File: src/hdl/assert_macros.svh
// ----------------------------------------------------------------------------
// Assertion macros
// Shared helpers for concurrent assertions clocked on clk, reset by arst_n.
// ----------------------------------------------------------------------------
`ifndef ASSERT_MACROS_SVH
`define ASSERT_MACROS_SVH

// A property that must hold at every clock edge outside reset.
`define ASSERT_ALWAYS(lbl, prop, msg) \
	lbl: assert property (@(posedge clk) disable iff (!arst_n) (prop)) else $error(msg);

// When pre holds at one edge, post must hold at the next edge.
`define ASSERT_NEXT(lbl, pre, post, msg) \
	lbl: assert property (@(posedge clk) disable iff (!arst_n) (pre) |=> (post)) else $error(msg);

`endif

File: src/hdl/ycc_pkg.sv
// ----------------------------------------------------------------------------
// ycc_pkg
// Types and fixed constants shared by the color conversion pipeline.
// ----------------------------------------------------------------------------
package ycc_pkg;

	// Pixel component width and the signed operand width after offset removal.
	localparam int PIX_W = 8;
	localparam int OP_W  = PIX_W + 1;

	// Extra bits over the fraction width for coefficients, products and sums.
	localparam int COEF_XTRA = 3;
	localparam int PROD_XTRA = COEF_XTRA + OP_W;
	localparam int SUM_XTRA  = PROD_XTRA + 2;

	// Matrix coefficients in units of 1e-5.
	localparam longint K_SCALE = 100000;
	localparam longint K_ROUND = 50000;
	localparam longint K_YR    = 29900;
	localparam longint K_YG    = 58700;
	localparam longint K_YB    = 11400;
	localparam longint K_CBR   = 16870;
	localparam longint K_CBG   = 33130;
	localparam longint K_CRG   = 41870;
	localparam longint K_CRB   = 8130;
	localparam longint K_RCR   = 140200;
	localparam longint K_GCB   = 34414;
	localparam longint K_GCR   = 71414;
	localparam longint K_BCB   = 177200;

	// Chroma offset applied in the forward direction.
	localparam longint CHROMA_OFFSET = 128;

	// Register map.
	localparam int   REG_IDX_W     = 1;
	localparam logic REG_DIRECTION = 1'b0;

	// Direction codes.
	localparam logic DIR_RGB2YCC = 1'b0;
	localparam logic DIR_YCC2RGB = 1'b1;

	typedef logic signed [OP_W-1:0] op_t;
	typedef logic [PIX_W-1:0] pix_t;

	// Control that travels with each item down the pipeline.
	typedef struct packed {
		logic valid;
		logic dir;
	} ycc_ctl_t;

endpackage

File: src/hdl/ycc_operand.sv
// ----------------------------------------------------------------------------
// ycc_operand
// Stage 1: captures an item and forms signed operands for the matrix.
// ----------------------------------------------------------------------------
module ycc_operand (
	input  logic             clk,
	input  logic             arst_n,
	input  ycc_pkg::ycc_ctl_t ctl_in,
	input  ycc_pkg::pix_t    pix_a,
	input  ycc_pkg::pix_t    pix_b,
	input  ycc_pkg::pix_t    pix_c,
	output logic             in_ready,
	output ycc_pkg::ycc_ctl_t ctl_s1,
	output ycc_pkg::op_t     op_s1 [3],
	input  logic             out_ready
);
	import ycc_pkg::*;

	op_t op_c [3];

	// In the inverse direction the chroma inputs lose their offset of 128,
	// which is an inversion of the top bit followed by sign extension.
	always_comb begin
		op_c[0] = op_t'({1'b0, pix_a});
		if (ctl_in.dir == DIR_YCC2RGB) begin
			op_c[1] = op_t'({~pix_b[PIX_W-1], ~pix_b[PIX_W-1], pix_b[PIX_W-2:0]});
			op_c[2] = op_t'({~pix_c[PIX_W-1], ~pix_c[PIX_W-1], pix_c[PIX_W-2:0]});
		end else begin
			op_c[1] = op_t'({1'b0, pix_b});
			op_c[2] = op_t'({1'b0, pix_c});
		end
	end

	assign in_ready = !ctl_s1.valid || out_ready;

	// Stage control advances whenever the stage can hand its item on.
	always_ff @(posedge clk or negedge arst_n) begin
		if (!arst_n) begin
			ctl_s1 <= '0;
		end else if (in_ready) begin
			ctl_s1 <= ctl_in;
		end
	end

	// Operand payload is loaded only with a new item.
	always_ff @(posedge clk) begin
		if (in_ready && ctl_in.valid) begin
			op_s1 <= op_c;
		end
	end

endmodule

File: src/hdl/ycc_mult.sv
// ----------------------------------------------------------------------------
// ycc_mult
// Stage 2: nine fixed-point coefficient products, registered.
// ----------------------------------------------------------------------------
module ycc_mult #(
	parameter int COEF_FRAC_BITS = 14
) (
	input  logic             clk,
	input  logic             arst_n,
	input  ycc_pkg::ycc_ctl_t ctl_in,
	input  ycc_pkg::op_t     op_in [3],
	output logic             in_ready,
	output ycc_pkg::ycc_ctl_t ctl_s2,
	output logic signed [COEF_FRAC_BITS+ycc_pkg::PROD_XTRA-1:0] prod_s2 [3][3],
	input  logic             out_ready
);
	import ycc_pkg::*;

	localparam int CW = COEF_FRAC_BITS + COEF_XTRA;
	localparam int PW = COEF_FRAC_BITS + PROD_XTRA;

	// Coefficients rounded half up to COEF_FRAC_BITS fraction bits.
	localparam longint L_YR   = ((K_YR << COEF_FRAC_BITS) + K_ROUND) / K_SCALE;
	localparam longint L_YG   = ((K_YG << COEF_FRAC_BITS) + K_ROUND) / K_SCALE;
	localparam longint L_YB   = ((K_YB << COEF_FRAC_BITS) + K_ROUND) / K_SCALE;
	localparam longint L_CBR  = ((K_CBR << COEF_FRAC_BITS) + K_ROUND) / K_SCALE;
	localparam longint L_CBG  = ((K_CBG << COEF_FRAC_BITS) + K_ROUND) / K_SCALE;
	localparam longint L_CRG  = ((K_CRG << COEF_FRAC_BITS) + K_ROUND) / K_SCALE;
	localparam longint L_CRB  = ((K_CRB << COEF_FRAC_BITS) + K_ROUND) / K_SCALE;
	localparam longint L_RCR  = ((K_RCR << COEF_FRAC_BITS) + K_ROUND) / K_SCALE;
	localparam longint L_GCB  = ((K_GCB << COEF_FRAC_BITS) + K_ROUND) / K_SCALE;
	localparam longint L_GCR  = ((K_GCR << COEF_FRAC_BITS) + K_ROUND) / K_SCALE;
	localparam longint L_BCB  = ((K_BCB << COEF_FRAC_BITS) + K_ROUND) / K_SCALE;
	localparam longint L_ONE  = longint'(1) << COEF_FRAC_BITS;
	localparam longint L_HALF = longint'(1) << (COEF_FRAC_BITS - 1);

	logic signed [CW-1:0] coef [3][3];
	logic signed [PW-1:0] prod_c [3][3];

	// Matrix selection for the item at the stage input.
	always_comb begin
		if (ctl_in.dir == DIR_YCC2RGB) begin
			coef[0][0] = CW'(L_ONE);
			coef[0][1] = '0;
			coef[0][2] = CW'(L_RCR);
			coef[1][0] = CW'(L_ONE);
			coef[1][1] = CW'(-L_GCB);
			coef[1][2] = CW'(-L_GCR);
			coef[2][0] = CW'(L_ONE);
			coef[2][1] = CW'(L_BCB);
			coef[2][2] = '0;
		end else begin
			coef[0][0] = CW'(L_YR);
			coef[0][1] = CW'(L_YG);
			coef[0][2] = CW'(L_YB);
			coef[1][0] = CW'(-L_CBR);
			coef[1][1] = CW'(-L_CBG);
			coef[1][2] = CW'(L_HALF);
			coef[2][0] = CW'(L_HALF);
			coef[2][1] = CW'(-L_CRG);
			coef[2][2] = CW'(-L_CRB);
		end
	end

	// Nine independent signed products; each fits PW bits exactly.
	always_comb begin
		for (int j = 0; j < 3; j++) begin
			for (int k = 0; k < 3; k++) begin
				prod_c[j][k] = PW'(coef[j][k]) * PW'(op_in[k]);
			end
		end
	end

	assign in_ready = !ctl_s2.valid || out_ready;

	// Stage control.
	always_ff @(posedge clk or negedge arst_n) begin
		if (!arst_n) begin
			ctl_s2 <= '0;
		end else if (in_ready) begin
			ctl_s2 <= ctl_in;
		end
	end

	// Product payload.
	always_ff @(posedge clk) begin
		if (in_ready && ctl_in.valid) begin
			prod_s2 <= prod_c;
		end
	end

endmodule

File: src/hdl/ycc_accum.sv
// ----------------------------------------------------------------------------
// ycc_accum
// Stage 3: sums each product row with its rounding bias and any chroma offset.
// ----------------------------------------------------------------------------
module ycc_accum #(
	parameter int COEF_FRAC_BITS = 14
) (
	input  logic             clk,
	input  logic             arst_n,
	input  ycc_pkg::ycc_ctl_t ctl_in,
	input  logic signed [COEF_FRAC_BITS+ycc_pkg::PROD_XTRA-1:0] prod_in [3][3],
	output logic             in_ready,
	output ycc_pkg::ycc_ctl_t ctl_s3,
	output logic signed [COEF_FRAC_BITS+ycc_pkg::SUM_XTRA-1:0] sum_s3 [3],
	input  logic             out_ready
);
	import ycc_pkg::*;

	localparam int SW = COEF_FRAC_BITS + SUM_XTRA;

	// Half an LSB for round half up, plus the chroma offset where it applies.
	localparam logic signed [SW-1:0] B_HALF =
		SW'(longint'(1) << (COEF_FRAC_BITS - 1));
	localparam logic signed [SW-1:0] B_OFFS =
		SW'((CHROMA_OFFSET << COEF_FRAC_BITS) + (longint'(1) << (COEF_FRAC_BITS - 1)));

	logic signed [SW-1:0] bias [3];
	logic signed [SW-1:0] sum_c [3];

	// Row bias depends on the direction of the item.
	always_comb begin
		bias[0] = B_HALF;
		if (ctl_in.dir == DIR_RGB2YCC) begin
			bias[1] = B_OFFS;
			bias[2] = B_OFFS;
		end else begin
			bias[1] = B_HALF;
			bias[2] = B_HALF;
		end
	end

	// Row sums, exact in SW bits.
	always_comb begin
		for (int j = 0; j < 3; j++) begin
			sum_c[j] = SW'(prod_in[j][0]) + SW'(prod_in[j][1]) + SW'(prod_in[j][2])
				+ bias[j];
		end
	end

	assign in_ready = !ctl_s3.valid || out_ready;

	// Stage control.
	always_ff @(posedge clk or negedge arst_n) begin
		if (!arst_n) begin
			ctl_s3 <= '0;
		end else if (in_ready) begin
			ctl_s3 <= ctl_in;
		end
	end

	// Sum payload.
	always_ff @(posedge clk) begin
		if (in_ready && ctl_in.valid) begin
			sum_s3 <= sum_c;
		end
	end

endmodule

File: src/hdl/ycc_sat.sv
// ----------------------------------------------------------------------------
// ycc_sat
// Stage 4: drops the fraction, clamps to 0..255 and holds the output item.
// ----------------------------------------------------------------------------
module ycc_sat #(
	parameter int COEF_FRAC_BITS = 14
) (
	input  logic             clk,
	input  logic             arst_n,
	input  ycc_pkg::ycc_ctl_t ctl_in,
	input  logic signed [COEF_FRAC_BITS+ycc_pkg::SUM_XTRA-1:0] sum_in [3],
	output logic             in_ready,
	output ycc_pkg::ycc_ctl_t ctl_s4,
	output ycc_pkg::pix_t    pix_s4 [3],
	input  logic             out_ready
);
	import ycc_pkg::*;

	localparam int SW = COEF_FRAC_BITS + SUM_XTRA;

	pix_t pix_c [3];

	// Negative sums clamp to zero, anything at or above 256 clamps to 255.
	always_comb begin
		for (int j = 0; j < 3; j++) begin
			if (sum_in[j][SW-1]) begin
				pix_c[j] = '0;
			end else if (|sum_in[j][SW-2:COEF_FRAC_BITS+PIX_W]) begin
				pix_c[j] = '1;
			end else begin
				pix_c[j] = sum_in[j][COEF_FRAC_BITS+PIX_W-1:COEF_FRAC_BITS];
			end
		end
	end

	assign in_ready = !ctl_s4.valid || out_ready;

	// Output control.
	always_ff @(posedge clk or negedge arst_n) begin
		if (!arst_n) begin
			ctl_s4 <= '0;
		end else if (in_ready) begin
			ctl_s4 <= ctl_in;
		end
	end

	// Output payload.
	always_ff @(posedge clk) begin
		if (in_ready && ctl_in.valid) begin
			pix_s4 <= pix_c;
		end
	end

endmodule

File: src/hdl/rgb_ycbcr_color_convert.sv
// An accepted item passes in turn through the operand, product, sum and output
// stage registers, and is offered on the output from the last of them.
// Throughput: one item per cycle; each of the four stages holds one item and
// stalls only when its successor is full and the output is not taken.
// Reset: arst_n clears the stage valid bits and sets direction to RGB to YCbCr.
// ----------------------------------------------------------------------------
// rgb_ycbcr_color_convert
// Full-range BT.601 RGB to YCbCr and YCbCr to RGB converter with an APB-style
// direction register and a four-stage valid/ready pipeline.
// ----------------------------------------------------------------------------
`include "assert_macros.svh"

module rgb_ycbcr_color_convert #(
	parameter int COEF_FRAC_BITS = 14
) (
	input  logic        clk,
	input  logic        arst_n,
	// Configuration port.
	input  logic        psel,
	input  logic        penable,
	input  logic        pwrite,
	input  logic [2:0]  paddr,
	input  logic [31:0] pwdata,
	output logic [31:0] prdata,
	output logic        pready,
	// Input item.
	input  logic        in_valid,
	output logic        in_ready,
	input  logic [7:0]  in_r_or_y,
	input  logic [7:0]  in_g_or_cb,
	input  logic [7:0]  in_b_or_cr,
	// Result item.
	output logic        out_valid,
	input  logic        out_ready,
	output logic [7:0]  out_y_or_r,
	output logic [7:0]  out_cb_or_g,
	output logic [7:0]  out_cr_or_b
);
	import ycc_pkg::*;

	localparam int PW = COEF_FRAC_BITS + PROD_XTRA;
	localparam int SW = COEF_FRAC_BITS + SUM_XTRA;

	logic                 direction_q;
	logic [REG_IDX_W-1:0] reg_idx;
	logic                 cfg_wr;
	logic                 dir_wr;

	ycc_ctl_t             ctl_in;
	ycc_ctl_t             ctl_s1;
	ycc_ctl_t             ctl_s2;
	ycc_ctl_t             ctl_s3;
	ycc_ctl_t             ctl_s4;
	op_t                  op_s1 [3];
	logic signed [PW-1:0] prod_s2 [3][3];
	logic signed [SW-1:0] sum_s3 [3];
	pix_t                 pix_s4 [3];
	logic                 mult_ready;
	logic                 accum_ready;
	logic                 sat_ready;

	// Register access decode.
	assign reg_idx = paddr[2 +: REG_IDX_W];
	assign cfg_wr  = psel && penable && pwrite && pready;
	assign dir_wr  = cfg_wr && reg_idx == REG_DIRECTION;
	assign pready  = 1'b1;
	assign prdata  = (reg_idx == REG_DIRECTION) ? {31'b0, direction_q} : '0;

	// Direction register.
	always_ff @(posedge clk or negedge arst_n) begin
		if (!arst_n) begin
			direction_q <= DIR_RGB2YCC;
		end else if (dir_wr) begin
			direction_q <= pwdata[0];
		end
	end

	// Each item takes the direction in force when it is accepted.
	assign ctl_in = '{valid: in_valid, dir: direction_q};

	ycc_operand u_operand (
		.clk       (clk),
		.arst_n    (arst_n),
		.ctl_in    (ctl_in),
		.pix_a     (in_r_or_y),
		.pix_b     (in_g_or_cb),
		.pix_c     (in_b_or_cr),
		.in_ready  (in_ready),
		.ctl_s1    (ctl_s1),
		.op_s1     (op_s1),
		.out_ready (mult_ready)
	);

	ycc_mult #(
		.COEF_FRAC_BITS (COEF_FRAC_BITS)
	) u_mult (
		.clk       (clk),
		.arst_n    (arst_n),
		.ctl_in    (ctl_s1),
		.op_in     (op_s1),
		.in_ready  (mult_ready),
		.ctl_s2    (ctl_s2),
		.prod_s2   (prod_s2),
		.out_ready (accum_ready)
	);

	ycc_accum #(
		.COEF_FRAC_BITS (COEF_FRAC_BITS)
	) u_accum (
		.clk       (clk),
		.arst_n    (arst_n),
		.ctl_in    (ctl_s2),
		.prod_in   (prod_s2),
		.in_ready  (accum_ready),
		.ctl_s3    (ctl_s3),
		.sum_s3    (sum_s3),
		.out_ready (sat_ready)
	);

	ycc_sat #(
		.COEF_FRAC_BITS (COEF_FRAC_BITS)
	) u_sat (
		.clk       (clk),
		.arst_n    (arst_n),
		.ctl_in    (ctl_s3),
		.sum_in    (sum_s3),
		.in_ready  (sat_ready),
		.ctl_s4    (ctl_s4),
		.pix_s4    (pix_s4),
		.out_ready (out_ready)
	);

	// Result item.
	assign out_valid   = ctl_s4.valid;
	assign out_y_or_r  = pix_s4[0];
	assign out_cb_or_g = pix_s4[1];
	assign out_cr_or_b = pix_s4[2];

	// A taken output must leave every stage free to advance.
	`ASSERT_ALWAYS(a_ready_chain, !out_ready || in_ready, "ready chain broken with output taken")
	// An item leaving the last arithmetic stage must appear at the output.
	`ASSERT_NEXT(a_last_stage, ctl_s3.valid && sat_ready, out_valid, "item lost before output")
	// A direction write takes effect at the next edge.
	`ASSERT_NEXT(a_dir_write, dir_wr, direction_q == $past(pwdata[0]), "direction write not taken")

endmodule
File: config.mk
export PLATFORM = sky130hd
export DESIGN_NAME = rgb_ycbcr_color_convert
export DESIGN_NICKNAME = d
export VERILOG_FILES = /design/src/hdl/ycc_pkg.sv /design/src/hdl/ycc_operand.sv /design/src/hdl/ycc_mult.sv /design/src/hdl/ycc_accum.sv /design/src/hdl/ycc_sat.sv /design/src/hdl/rgb_ycbcr_color_convert.sv
export VERILOG_INCLUDE_DIRS = /design/src /design/src/hdl
export SDC_FILE = /design/constraint.sdc
export NUM_CORES = 2
export LEC_CHECK = 0
export BUFFER_PORTS_ARGS = -buffer_cell sky130_fd_sc_hd__clkbuf_2
export CORE_MARGIN = 10
export CORE_UTILIZATION = 53
export DETAILED_ROUTE_END_ITERATION = 10
export GPL_ROUTABILITY_DRIVEN = 0
export GPL_TIMING_DRIVEN = 0
export PLACE_DENSITY = 0.7
export RECOVER_POWER = 25
export SYNTH_ARGS = -nofsm -noshare
export SYNTH_HDL_FRONTEND = slang
export SYNTH_SLANG_ARGS = --single-unit
File: constraint.sdc
create_clock -name clk -period 6.9 [get_ports clk]
set_clock_uncertainty 0.05 [all_clocks]
set_input_delay 0.69 -clock clk [delete_from_list [all_inputs] [get_ports clk]]
set_output_delay 0.69 -clock clk [all_outputs]
set_load 0.1 [all_outputs]
* Word-level counts from Yosys, hierarchy flattened *
Cells that the tools add are included.

operators by class
  bitwise operators = 3
  $mul = 9
  reductions and logical operators = 18
  muxes and demuxes = 7
  add/sub/neg operators = 9

operator list
  kind                    number
  $mul 17x9->26           9
  $mux 151                1
  $add 27x26->28          3
  $add 26x26->27          3
  $mux 50                 1
  $add 28x15->28 const B  1
  $add 28x23->28          1
  $add 28x28->28          1
  $mux 8                  3
  $mux 17                 1
  $reduce_or 5->1         3
  $logic_and 1x1->1       7
  $logic_not 1->1         4
  $logic_or 1x1->1        4
  $not 1->1               3
  $mux 1                  1

word-level totals
  register bits = 375
  output and inout bits = 59
  bits of input ports = 66

* Longest topological paths before layout *
  depth in word-level cells = 6
  mapped depth = 23

* By module *
From an unflattened synthesis, not the netlist that was laid out.

unflattened totals
  cells, all modules = 4197
  area total of the unflattened synthesis = 43752.0 um^2

modules (own cells, without submodules)
  module                   times used  area each (um^2)  cells each
  ycc_mult                 1           30763.3           2839
  ycc_accum                1           10674.0           1194
  ycc_sat                  1           1097.3            88
  ycc_operand              1           915.9             38
  rgb_ycbcr_color_convert  1           301.5             38

* Least setup slack after synthesis *
OpenSTA, ideal clock, no wires.

  path type = flip-flop to flip-flop
  from = register, netlist name u_sat.ctl_s4[1]
  to = register, netlist name u_mult.prod_s2[100]
  slack = 0.466 ns
  clock period less this slack = 6.434 ns
  cell stages (with the launch flop) = 4
  data arrival time = 5.797 ns
  cells stage by stage = dfrtp_1 nor2b_1 nand3_1 and2_1

on the way
  cells in the longest elaborated chain, start to end = 5

ends and longest elaborated chain
  item               RTL line         source
  $logic_not 1->1    ycc_sat.sv:36    assign in_ready = !ctl_s4.valid || out_ready;
  $logic_or 1x1->1   ycc_sat.sv:36
  $logic_or 1x1->1   ycc_accum.sv:50  assign in_ready = !ctl_s3.valid || out_ready;
  $logic_or 1x1->1   ycc_mult.sv:74   assign in_ready = !ctl_s2.valid || out_ready;
  $logic_and 1x1->1  ycc_mult.sv:87   if (in_ready && ctl_in.valid) begin

No other way between the ends.
A chain may end at the register's enable or synchronous reset.

==> run summary <==
worst slew pin tran - 3.55 ns
minimum clock period - 6.68 ns
synthesized area - 36700 um2
WL final - 80.5 mm
initial antenna violation count - 5
Rel. slew slack - -1.37
Post-DP HPWL - 68.3 mm
routed length per instance - 17.9 um
TritonCTS clock tree - built
clock sink count - 301
r2r worst-path depth - 21
Overflow after GRT - 0
WS Path Type - register to register
Post-Syn Instances - 3359
CP max-delay cell - dfrtp_2
worst-path maximum fanout - 10
Max Fclk - 150 MHz
# nets final - 4726
Routed Antenna Nets - 0
R2R setup slack - 0.22 ns
outcome - finished with violations
fin crit share - 0.969
Die Ht - 283 um
worst r2r src - u_operand.ctl_s1[0]
Most common cell on crit path - fa_1
Worst Setup End Kind - register
die width - 283 um
cell area after layout - 39900 um2
count leader, synth - ha_1
area share of the largest cell type after synthesis - 0.241
clk buf depth - 3
DRT iter0 DRCs - 1339
#FFs+latches synth - 301
Slowest Stage Delay on Critical Path - 0.55 ns
Req. time, crit path - 7.16 ns
Slew Limit Fails - 76
Post-route DRC - 0
PortBufs - 59
# setup viols final - 0
failing checks - capacitance limit, slew limit
Via density - 5.30
core area - 68600 um2
CTS clk-pin slew, worst paths - 0.06 ns
H-Tree Level Count - 2
FP Rows - 96
first-pass GRT wire length - 131 mm
hold-critical path depth - 1
sequential area share after synthesis - 0.245
synth cell count leaders - 686 x ha_1, 645 x inv_1, 441 x fa_1
post-synth top area cell - edfxtp_1
Post-synth EDFFs - 294
I/O pin count - 125
detailed-route via count - 23800
largest net degree at the start of global routing - 68
filler instances - 5788
full die area - 80100 um2
Placed Area - 38500 um2
min-delay src - in_b_or_cr[0]
fraction of registers with async set/reset - 0.0233
Area contributors post-synth - edfxtp_1 24%, fa_1 24%, ha_1 23%
Unique masters post-synth - 75
Fin. Hold Viols - 0
area of the multi-input gates - 25200 um2
clock root buffer master - clkbuf_16
drt pass-1 iters - 5
predominant post-synthesis flop cell - edfxtp_1
HP Class - input pin to register
crit-path cells - clkbuf_4 -> buf_2 -> clkbuf_4 -> nand2_1 -> clkinvlp_4 -> fa_1 -> ha_1 -> inv_1 -> fa_1 -> inv_1 -> fa_1 -> fa_1 -> ha_1 -> a21oi_1 -> o211a_1 -> nor3_1 -> nor2_1 -> a211oi_1 -> a41oi_1 -> a211o_1 -> xnor2_1
vias in the first global route - 24500
Startpoint Class - register
worst endpoint data arrival time - 6.95 ns
CTS Buf Count - 36
Post-Syn Area per Cell - 10.9 um2
Max Cap Viol - 2
GRT Util Overall - 0.205
Initial Utilization - 0.535
share of layout cells above drive strength 1 - 0.0615
Skew-Pair Late Insertion Delay - 0.57 ns
WHS Endpoint - u_operand.op_s1[0]
Ys Warns - 0
Area Growth Syn to Fin - 8.69%
Seq. cell area - 9000 um2
worst reg2reg endpoint - u_mult.prod_s2[180]
[state kept, by name, indices dropped and copies added (netlist names)]
name,cells
u_operand.ctl_s1,2
u_accum.sum_s3,42
u_mult.ctl_s2,2
u_operand.op_s1,26
u_sat.pix_s4,24
u_sat.ctl_s4,1
direction_q,1
u_accum.ctl_s3,1
u_mult.prod_s2,202
[area by class of cell]
| type | instances | area share |
|---|---|---|
| antenna | 2 | 0.000126 |
| buffer | 71 | 0.0102 |
| clock buffer | 44 | 0.0239 |
| clock inverter | 21 | 0.00609 |
| inverter | 646 | 0.0614 |
| multi-input combinational | 2402 | 0.632 |
| sequential | 301 | 0.226 |
| tap | 931 | 0.0292 |
| timing repair buffer | 75 | 0.0116 |
[layer usage]
metal / GRT usage / vias to the layer above / routed length (um) / part of all wire
met5: 0 / - / 25 / 0.00031
met4: 0.0721 / 4 / 3140 / 0.039
met3: 0.0395 / 135 / 5250 / 0.065
met2: 0.342 / 571 / 38200 / 0.47
met1: 0.263 / 11600 / 33900 / 0.42
li1: - / 11500 / - / -
[kinds of logic after synthesis]
logic type	synth area share
xor gates and xnor gates	0.0475
buffers and inverters	0.0766
DFF	0.245
and+or+nand+nor	0.0762
adders and majority gates	0.475
other	0.000205
AOI/OAI and AO/OA	0.0777
muxes	0.00174
[worst max-delay path by stage]
stage / slack [ns] / start / cells past startpoint / endpoint
2_1_floorplan: 0.47 / u_sat.ctl_s4[1] / 3 / u_mult.prod_s2[100]
3_3_place_gp: -1.35 / out_ready / 4 / u_mult.prod_s2[207]
3_5_place_dp: -1.14 / u_operand.ctl_s1[0] / 21 / u_mult.prod_s2[101]
4_1_cts: 0.007 / u_operand.ctl_s1[0] / 19 / u_mult.prod_s2[25]
5_1_grt: -0.01 / u_operand.ctl_s1[0] / 21 / u_mult.prod_s2[181]
6_report: 0.22 / u_operand.ctl_s1[0] / 21 / u_mult.prod_s2[180]
[timing repair]
item,in CTS,in global routing
setup endpoints to repair,72,30
hold buffers,1,0
pin swaps,0,0
buffers inserted,0,10
resized for setup,15,27
hold endpoints to repair,7,0
[critical path: cells and delay by family (launching register included)]
kind,cells,cell delay (ns)
compound gates,5,1.19
simple gates,3,0.65
xor+xnor,1,0.14
flops,1,0.55
fa+ha+maj,6,2.48
buf+inv,6,1.35
[stage by stage]
step / setup WS (ns) / setup TNS (ns) / hold slack (ns) / cells / utilization
finish: 0.215 / 0 / 0.239 / 4493 / 0.581
global route: -0.0104 / -0.0104 / 0.239 / 4491 / 0.581
CTS: 0.00746 / 0 / 0.216 / 4481 / 0.580
detailed placement: -1.14 / -36.36 / 0.432 / 4415 / 0.561
global placement: -1.35 / -306.91 / 0.420 / 4410 / 0.560
floorplan: 0.466 / 0 / 0.344 / 3420 / -
[placed cells by master (no fill, tap or decap), types with 18 or more instances in the layout]
cell,synthesis,layout
nor3_1,50,50
a21o_1,60,60
nand3_1,35,35
clkbuf_1,36,38
inv_1,645,639
nand2_1,139,139
nor2_1,170,165
o21bai_1,24,24
clkbuf_16,0,37
o21ai_0,73,73
xnor2_1,142,139
ha_1,686,686
xor2_1,57,56
a21oi_1,127,127
clkbuf_2,0,60
nor2b_1,33,32
conb_1,2,63
nand4_1,18,18
buf_4,32,42
fa_1,441,441
edfxtp_1,294,294
nand2b_1,44,41
and2_1,22,19
a211oi_1,20,20
Power is not shown: default switching activity piles up to over one toggle a cycle in this logic, so the estimate is an artifact.
